`config.mk`:
```
export PLATFORM = sky130hd
export DESIGN_NAME = rac_div_stage
export DESIGN_NICKNAME = d
export VERILOG_FILES = /design/src/hdl/rac_pkg.sv /design/src/hdl/rac_div_stage.sv
export SDC_FILE = /design/constraint.sdc
export NUM_CORES = 1
export LEC_CHECK = 0
export BUFFER_PORTS_ARGS = -buffer_cell sky130_fd_sc_hd__buf_2
export CAP_MARGIN = 30
export CORE_MARGIN = 4
export CORE_UTILIZATION = 25
export CTS_CLUSTER_DIAMETER = 150
export DETAILED_ROUTE_END_ITERATION = 6
export SETUP_SLACK_MARGIN = 0.02
export SLEW_MARGIN = 25
export SYNTH_ARGS = -nofsm -noshare
export SYNTH_HDL_FRONTEND = slang
export SYNTH_SLANG_ARGS = --single-unit
```
`constraint.sdc`:
```
create_clock -name clk -period 15.13 [get_ports clk]
set_input_delay 3.026 -clock clk [delete_from_list [all_inputs] [get_ports clk]]
set_output_delay 3.026 -clock clk [all_outputs]
set_load 0.1 [all_outputs]
```
`src/hdl/rac_pkg.sv`:
```
// Shared types and constants for the rudder angle quadratic calibration block.
// Used by rac_poly, rac_div_stage and the top level; depends on nothing.
package rac_pkg;

  localparam int SAMPLE_BITS   = 12;
  localparam int ANGLE_BITS    = 18;
  localparam int Y_BITS        = 17;
  localparam int AVG_SHIFT     = 2;   // four samples per group
  localparam int REM_BITS      = 56;
  localparam int Q_BITS        = 18;
  localparam int DIV_STAGES    = 9;   // two quotient bits per stage
  localparam int LATENCY       = 19;
  localparam int CFG_IDX_BITS  = 3;

  localparam logic [CFG_IDX_BITS-1:0] REG_X_LEFT   = 3'd0;
  localparam logic [CFG_IDX_BITS-1:0] REG_X_CENTER = 3'd1;
  localparam logic [CFG_IDX_BITS-1:0] REG_X_RIGHT  = 3'd2;
  localparam logic [CFG_IDX_BITS-1:0] REG_Y_LEFT   = 3'd3;
  localparam logic [CFG_IDX_BITS-1:0] REG_Y_CENTER = 3'd4;
  localparam logic [CFG_IDX_BITS-1:0] REG_Y_RIGHT  = 3'd5;

  typedef struct packed {
    logic [SAMPLE_BITS-1:0]   x_left;
    logic [SAMPLE_BITS-1:0]   x_center;
    logic [SAMPLE_BITS-1:0]   x_right;
    logic signed [Y_BITS-1:0] y_left;
    logic signed [Y_BITS-1:0] y_center;
    logic signed [Y_BITS-1:0] y_right;
  } cfg_t;

  typedef struct packed {
    logic [SAMPLE_BITS-1:0] avg;
    logic                   degen;
    logic                   lo;
    logic                   hi;
  } side_t;

  typedef struct packed {
    logic                valid;
    logic [REM_BITS-1:0] rem;
    logic [REM_BITS-1:0] ds;
    logic [Q_BITS-1:0]   q;
    side_t               side;
  } div_t;

endpackage

```
`src/hdl/rac_div_stage.sv`:
```
// One registered stage of the restoring divider: two quotient bits per stage.
// Depends on rac_pkg.
module rac_div_stage (
  input  logic          clk,
  input  logic          rst,
  input  rac_pkg::div_t d_in,
  output rac_pkg::div_t d_out
);

  rac_pkg::div_t nxt;

  always_comb begin
    nxt = d_in;
    for (int i = 0; i < 2; i++) begin
      if (nxt.rem >= nxt.ds) begin
        nxt.rem = nxt.rem - nxt.ds;
        nxt.q   = {nxt.q[rac_pkg::Q_BITS-2:0], 1'b1};
      end else begin
        nxt.q   = {nxt.q[rac_pkg::Q_BITS-2:0], 1'b0};
      end
      nxt.rem = {nxt.rem[rac_pkg::REM_BITS-2:0], 1'b0};
    end
  end

  always_ff @(posedge clk) begin
    if (rst) begin
      d_out.valid <= 1'b0;
    end else begin
      d_out.valid <= d_in.valid;
    end
    d_out.rem  <= nxt.rem;
    d_out.ds   <= nxt.ds;
    d_out.q    <= nxt.q;
    d_out.side <= nxt.side;
  end

endmodule

```
* Word-level counts from Yosys, hierarchy flattened
Cells that the tools add are included.
** Storage, ports and cells
- Bits in registers :: 145
- Word-level logic and storage cells :: 17
- Input bits :: 148
** Cells by class
- Mux-type cells :: 4
- Order comparisons :: 2
- Add/subtract/negate cells :: 2
** Operators with widths (count)
- $ge A56 B56 Y1 :: 2
- $mux W55 :: 2
- $sub A55 B55 Y55 :: 2
- $mux W1 :: 2

* Depth between registers and ports, before layout
Gate-level depths: netlist of the first run.
- Word-level depth :: 4
- Mapped depth :: 28
- Mapped depth without buffers :: 24

* Worst setup path after synthesis of the first run
No wires, ideal clock.
- Path kind :: input to register
- From :: input port d_in[89] in the netlist's numbering
- To :: register d_out[140] in the netlist's numbering
- Arrival :: 7.989 ns
- Path buffers :: 1
- Library setup time :: 0.121 ns
- Path slack :: 7.020 ns
- Cell stages on the path :: 24
- Cell sequence :: inv_1 -> ha_1 -> inv_1 -> fa_1 -> a211oi_1 -> o21a_1 -> o21ai_1 -> o311a_1 -> o21ai_4 -> a21oi_2 -> nor2_2 -> inv_2 -> buf_2 -> mux2_2 -> ha_1 -> nand2_1 -> or4_1 -> o21bai_1 -> a21o_1 -> a31o_2 -> a21oi_1 -> a41oi_1 -> xnor2_1 -> mux2_2
** RTL lines
- start: declaration :: line rac_div_stage.sv:6 : input rac_pkg::div_t d_in,
- end: declaration :: line rac_div_stage.sv:7 : output rac_pkg::div_t d_out

==> summary.md, run 1 <==
| Metric | Value |
|---|---|
| DP Area | 13400 µm² |
| Final #Nets | 1899 |
| Final hold violation count | 0 |
| Synth Net Count | around 1600 |
| Top cells by area, synth | dfxtp_1 (25%), ha_1 (12%), mux2_2 (7.4%) |
| Top reg by flops | d_out |
| CTS sink cnt | 145 |
| XOR/XNOR share of the synthesized area | 7.22% |
| Sequential area share after synthesis | 25.4% |
| Max clock buf depth | 2 |
| DIE AREA | ~49000 µm² |
| Cts repair resizes | 0 |
| Final period util | 65.3% |
| Setup violators final | 0 |
| Largest family of logic cells by synthesized area | compound AO/OA/AOI/OAI gates |
| Routed len/inst | 18.2 µm |
| Slew margin rel. | between 30% and 40% |
| Number of synthesized flops with an enable pin | 0 |
| Setup bufs post-CTS | 0 |
| DRT iter0 DRCs | 693 |
| Most frequent cell after synthesis | dfxtp_1 |
| Die Y | 222 µm |
| Setup crit start kind | input port |
| # IOs | a little under 300 |
| Dpl hpwl | 33700 µm |
| Top_reg_cell synth | dfxtp_1 |
| Drt drc | 0 |
| Regs by FF count | d_out (145) |
| Leakage Power | approximately 6.5 nW |
| Peak supply drop | 0.108 mV |
| CTS tree | built |
| Final instance area | 13900 µm² |
| Area delta synth->final | 22.2% |
| Compound-gate portion of the synthesized area | 24.4% |
| Pwr/cell area | 164 nW/µm² |
| Arr. time, crit path | 10.24 ns |
| Hold_ws | 2.64 ns |
| Setup TNS | 0 ns |
| GRT Resource Usage Total | 16.1% |
| Mux contribution to synthesized area | 9.25% |
| RSZ-0062 raised after global routing | false |
| Synth Cell Area | 11400 µm² |
| Total CTS buffers | 17 |
| First-pass GRT wire length | 62200 µm |
| CTS Hold Bufs | 0 |
| Pre-CTS setup slack | 4.84 ns |
| Post-layout minimum cycle time | 9.88 ns |
| Post-Synth Adder-Cell Area | 12.6% |
| Avg Cell Area, Syn | 8.23 µm² |
| Worst Path Class, Setup | input port to flip-flop |
| Slew @ Worst Pin | about 0.92 ns |
| Site row count | 78 |
| Avg Vias per Cell | 4.98 |
| Max Cap Violations | 0 |
| Share of cells above drive strength 1 | 26.2% |
| DR vias | 11227 |
| CP max FO | 48 |
| CTS root buf | clkbuf_16 |
| ANT nets after route | 0 |
| Yosys top cell by area | dfxtp_1 |
| H-tree depth | 4 |
| Post-Synthesis Cells | roughly 1400 |
| Die Wd | 222 µm |
| Clock transition at the registers of the reported paths | 0.07 ns |
| Asr flop ratio synth | 0% |
| Status | finished, final reports clean |
| Detailed Route WL | 41000 µm |
| Placeable core area | approximately 45000 µm² |
| Worst hold path type | input port to flip-flop |
| PnR worst setup slack | 5.25 ns |
| Crit. End Element | flip-flop |
| CP required | ~15 ns |
| Vias in the first global route | 11003 |
| Simple-gate portion of the synthesized area | 15.7% |
| RePlAce Congestion | 0.891 |
| Max Slew Vio Count | 0 |
| Util after Layout | 30.8% |
| Yosys cell types | 73 |
| Pre-Repair DR Iteration Count | 6 |
| Initial Util | about a quarter |
| Aggregate global routing overflow | 0 |
| Max FFs per register | 145 |
| Largest net degree at the start of global routing | 61 |
| Yosys warnings | 0 |
| Initial antenna violation count | 11 |
| Synth cell count leaders | dfxtp_1 (145), a21oi_1 (132), ha_1 (112), nand2_1 (101), inv_1 (84) |
| Number of port buffers | 290 |
| FF+latch count, synth | 145 |
| Fmax | 101 MHz |
| Post-synth top area share | approximately a quarter |
[per-stage QoR]
| stage | instances | power (mW) |
|---|---|---|
| 4_1_cts | 2250 | 2.31 |
| 3_3_place_gp | 2217 | 1.86 |
| 6_report | 2254 | 2.28 |
| 3_5_place_dp | 2218 | 1.87 |
| 5_1_grt | 2252 | 2.41 |
| 2_1_floorplan | 1386 | 1.60 |
[worst max-delay path, stage by stage]
cell and delay, ns:
buf_2 0.16, ha_1 0.18, inv_1 0.05, fa_1 0.42
a211oi_1 0.25, o21a_1 0.25, o21ai_1 0.15, o311a_1 0.43
o21ai_4 0.27, a21oi_2 0.19, nor2_2 0.53, inv_2 0.04
buf_4 0.34, mux2_2 0.39, ha_1 0.36, a21oi_1 0.26
o211ai_1 0.13, a21boi_0 0.62, a21boi_0 0.33, o31a_1 0.37
o41ai_1 0.74, o21ai_0 0.22, xnor2_1 0.16, mux2_2 0.26
[path summary, 6_finish.rpt]
| check | from | to | slack [ns] | cells after the start |
|---|---|---|---|---|
| min | d_in[24] | d_out[26] | 2.64 | 1 |
| max | d_in[33] | d_out[126] | 5.25 | 24 |
[power breakdown]
part / switching, mW / total (mW) / internal [mW]
clock network: 0.199 / 0.418 / 0.219
logic: 1.02 / 1.38 / 0.358
registers: 0.0227 / 0.484 / 0.462
[layout by cell type, fill, tap and decap left out, drive strengths merged, types with 9 or more instances in the layout]
master	n
o211ai	11
nand2	101
and3	18
o31ai	9
nand3	36
ha	112
nand4	41
mux2	85
nor3	24
a211oi	12
a21oi	133
dfxtp	145
clkbuf	18
o21bai	20
o21a	23
a21o	67
or3	12
nor2	74
and2	16
a31oi	20
o21ai	71
buf	296
inv	93
xnor2	62
xor2	32
[kinds of logic (layout without fill, tap and decap cells)]
| group | count (synthesis) | in the layout |
|---|---|---|
| flip-flops | 145 | 145 |
| other | 1 | 5 |
| XOR/XNOR | 94 | 94 |
| adder cells (fa/ha/maj) | 114 | 114 |
| AO/OA/AOI/OAI | 430 | 430 |
| buffers and inverters | 149 | 413 |
| AND/OR/NAND/NOR | 362 | 362 |
| multiplexers | 91 | 91 |
[area by class of cell]
type	instances	area, µm²
Tap cell	600	751
Sequential cell	145	2900
Inverter	85	319
Multi-Input combinational cell	1092	7910
Antenna cell	4	10.0
Clock buffer	18	439
Clock inverter	14	121
Timing Repair Buffer	296	1490
Fill cell	4881	31300
[layer usage]
layer | track usage (%) | share of wire, %
met1 | 20.5 | 45
met4 | 5.30 | 2.0
met5 | 0 | 0.23
met3 | 4.42 | 5.9
met2 | 26.5 | 47
No activity file was read; power rests on OpenSTA's default activity.
==> inputs of run 2 (changes only) <==
Settings changed: ABC_AREA set to 1.
Clock period 15.13 ns to 9.05 ns, I/O delays scaled along.
==> summary.md, run 2 <==
| Metric | Value |
|---|---|
| Final period util | between 80% and 90% |
| Final hold violation count | 0 (unchanged) |
| Max FFs per register | 145 (unchanged) |
| Dpl hpwl | 55000 µm (was 33700 µm) |
| Pwr/cell area | 234 nW/µm² (was 164 nW/µm²) |
| GRT Resource Usage Total | 19.9% (was 16.1%) |
| Setup violators final | 0 (unchanged) |
| Avg Cell Area, Syn | 5.66 µm² (was 8.23 µm²) |
| Post-Synthesis Cells | 2530 (was 1386) |
| Area delta synth->final | 19.6% (was 22.2%) |
| Initial antenna violation count | 0 (was 11) |
| Placeable core area | 56500 µm² (was 45300 µm²) |
| Routed len/inst | 17.4 µm (was 18.2 µm) |
| Largest net degree at the start of global routing | 56 (was 61) |
| Final #Nets | 3076 (was 1899) |
| Met3 WL | 3020 µm (was 2410 µm) |
| Yosys cell types | 44 (was 73) |
| Setup TNS | 0 ns (unchanged) |
| DIE AREA | 61100 µm² (was 49100 µm²) |
| Number of synthesized flops with an enable pin | 0 (unchanged) |
| Slew margin rel. | 25.8% (was 37.9%) |
| Setup bufs post-CTS | 0 (unchanged) |
| Most frequent cells in the layout | nand2_1 (880), inv_1 (513), buf_2 (290) (was buf_2 (291), dfxtp_1 (145), a21oi_1 (132)) |
| Fmax | ~140 MHz |
| Aggregate global routing overflow | 0 (unchanged) |
| DR top layer | met4 (was met5) |
| Most frequent cell after synthesis | nand2_1 (was dfxtp_1) |
| Post-synth top area share | 23.1% (was 25.4%) |
| Setup crit start kind | input port (unchanged) |
| CP cell instances | buf_2 -> inv_1 -> ha_1 -> nand2_1 -> nor4_1 -> nand4_4 -> buf_4 -> nand3_2 -> buf_4 -> nand2_1 -> and2_1 -> ha_1 -> inv_1 -> o21ai_0 -> a21oi_1 -> o21ai_0 -> a21oi_1 -> nand3_1 -> nor2_4 -> buf_4 -> nand3_1 -> nand2_1 (was buf_2 -> ha_1 -> inv_1 -> fa_1 -> a211oi_1 -> o21a_1 -> o21ai_1 -> o311a_1 -> o21ai_4 -> a21oi_2 -> nor2_2 -> inv_2 -> buf_4 -> mux2_2 -> ha_1 -> a21oi_1 -> o211ai_1 -> a21boi_0 -> a21boi_0 -> o31a_1 -> o41ai_1 -> o21ai_0 -> xnor2_1 -> mux2_2) |
| Vias in the first global route | 15551 (was 11003) |
| RSZ-0062 raised after global routing | false (unchanged) |
| Sequential area share after synthesis | 20.3% (was 25.4%) |
| Metal-1 WL | 27600 µm (was 18400 µm) |
| Asr flop ratio synth | 0% (unchanged) |
| ANT nets after route | 0 (unchanged) |
| Die Wd | 247 µm (was 222 µm) |
| First-pass GRT wire length | 90800 µm (was 62200 µm) |
| CTS root buf | clkbuf_16 (unchanged) |
| Util after Layout | 30.3% (was 30.8%) |
| Max clock buf depth | 2 (unchanged) |
| Top cells by area, synth | nand2_1 (23%), dfxtp_1 (20%), inv_1 (13%) (was dfxtp_1 (25%), ha_1 (12%), mux2_2 (7.4%)) |
| Routed wl met2 | 28800 µm (was 19200 µm) |
| CP max FO | 55 (was 48) |
| # diodes | 0 (was 4) |
| Most common cell after layout, fill and taps aside | nand2_1 (was buf_2) |
| Number of port buffers | 290 (unchanged) |
| CTS Hold Bufs | 0 (unchanged) |
| Max Slew Vio Count | 0 (unchanged) |
| CP max stage delay | 0.94 ns (was 0.74 ns) |
| Regs by FF count | d_out (145) (unchanged) |
| DRT iter0 DRCs | 1280 (was 693) |
| Max Cap Violations | 0 (unchanged) |
| Site row count | 87 (was 78) |
| Yosys top cell by area | nand2_1 (was dfxtp_1) |
| CTS tree | built (unchanged) |
| RePlAce Congestion | 0.993 (was 0.891) |
| Total CTS buffers | 17 (unchanged) |
| Detailed Route WL | 62300 µm (was 41000 µm) |
| Arr. time, crit path | 7.72 ns (was 10.24 ns) |
| Slowest cell on crit path | nor4_1 (was o41ai_1) |
| Drt drc | 0 (unchanged) |
| Slew @ Worst Pin | 1.10 ns (was 0.924 ns) |
| Die Y | 247 µm (was 222 µm) |
| Worst hold path type | input port to flip-flop (unchanged) |
| Synth Cell Area | 14300 µm² (was 11400 µm²) |
| Initial Util | 25.3% (was 25.2%) |
| Crit. End Element | flip-flop (unchanged) |
| Top_reg_cell synth | dfxtp_1 (unchanged) |
| Worst Path Class, Setup | input port to flip-flop (unchanged) |
| Yosys warnings | 0 (unchanged) |
| Avg Vias per Cell | 4.52 (was 4.98) |
| Peak supply drop | 0.156 mV (was 0.108 mV) |
| H-tree depth | 4 (unchanged) |
| CTS sink cnt | 145 (unchanged) |
| Cts repair resizes | 0 (unchanged) |
| Synth cell count leaders | nand2_1 (880), inv_1 (513), nor2_1 (208), nand3_1 (162), dfxtp_1 (145) (was dfxtp_1 (145), a21oi_1 (132), ha_1 (112), nand2_1 (101), inv_1 (84)) |
| Leakage Power | 9.73 nW (was 6.48 nW) |
| Post-layout minimum cycle time | roughly 7.3 ns |
| Top reg by flops | d_out (unchanged) |
| DR vias | 16188 (was 11227) |
| # IOs | 294 (unchanged) |
| Synth Net Count | 2792 (was 1648) |
| CP required | 9.45 ns (was 15.49 ns) |
| Clock transition at the registers of the reported paths | 0.08 ns (was 0.07 ns) |
| Share of cells above drive strength 1 | 12.8% (was 26.2%) |
| Status | finished, final reports clean (unchanged) |
| FF+latch count, synth | 145 (unchanged) |
| Pre-Repair DR Iteration Count | 6 (unchanged) |
==> run 2: cells by family (layout without fill, tap and decap cells) <==
group / Yosys count / after routing / share of synthesized area (%)
fa+ha+maj: 114 / 114 / 10.1
compound gates: 197 / 197 / 7.45
flops: 145 / 145 / 20.3
buf+inv: 560 / 856 / 15.1
simple gates: 1453 / 1453 / 43.4
xor+xnor: 60 / 60 / 3.67
other cells: 1 / 1 / 0.0262
==> run 2: worst paths after layout <==
| check | cells after the start | endpoint | startpoint |
|---|---|---|---|
| min | 1 | d_out[60] | d_in[60] |
| max | 22 | d_out[111] | d_in[38] |
==> run 2: power by group <==
part / internal, mW / switching, mW / leakage (nW) / total, mW
logic: 0.525 / 2.00 / 8.25 / 2.52
registers: 0.772 / 0.0327 / 1.22 / 0.805
clock network: 0.352 / 0.320 / 0.254 / 0.672
==> run 2: area by class of cell <==
| cell class | instances | area [µm²] |
|---|---|---|
| clock buffer | 18 | 429 |
| multi-input combinational | 1825 | 9250 |
| inverter | 527 | 1980 |
| clock inverter | 13 | 103 |
| sequential | 145 | 2900 |
| timing repair buffer | 298 | 1510 |
| fill | 6555 | 39400 |
| tap | 756 | 946 |
==> run 2: critical path: cells and delay by family <==
kind            cells  cell delay [ns]
compound gates      4             0.69
fa+ha+maj           2             0.72
buf+inv             6             1.41
simple gates       10             3.07
==> run 2: routing by layer <==
metal  vias up  GRT usage [%]
met4         0           9.09
met3       112           2.50
met5         -              0
li1       8357              -
met2       497           33.2
met1      7222           25.7
==> run 2: stage by stage <==
step	instance area, µm²	worst slack [ns]	power (mW)	instances	hold WS, ns
global route	17100	1.53	4.23	3582	1.40
global placement	16600	1.47	3.32	3551	1.91
CTS	17100	2.02	4.02	3582	1.39
detailed placement	16600	1.51	3.33	3551	1.91
floorplan	14300	3.60	2.73	2530	1.84
finish	17100	1.73	4.00	3582	1.43
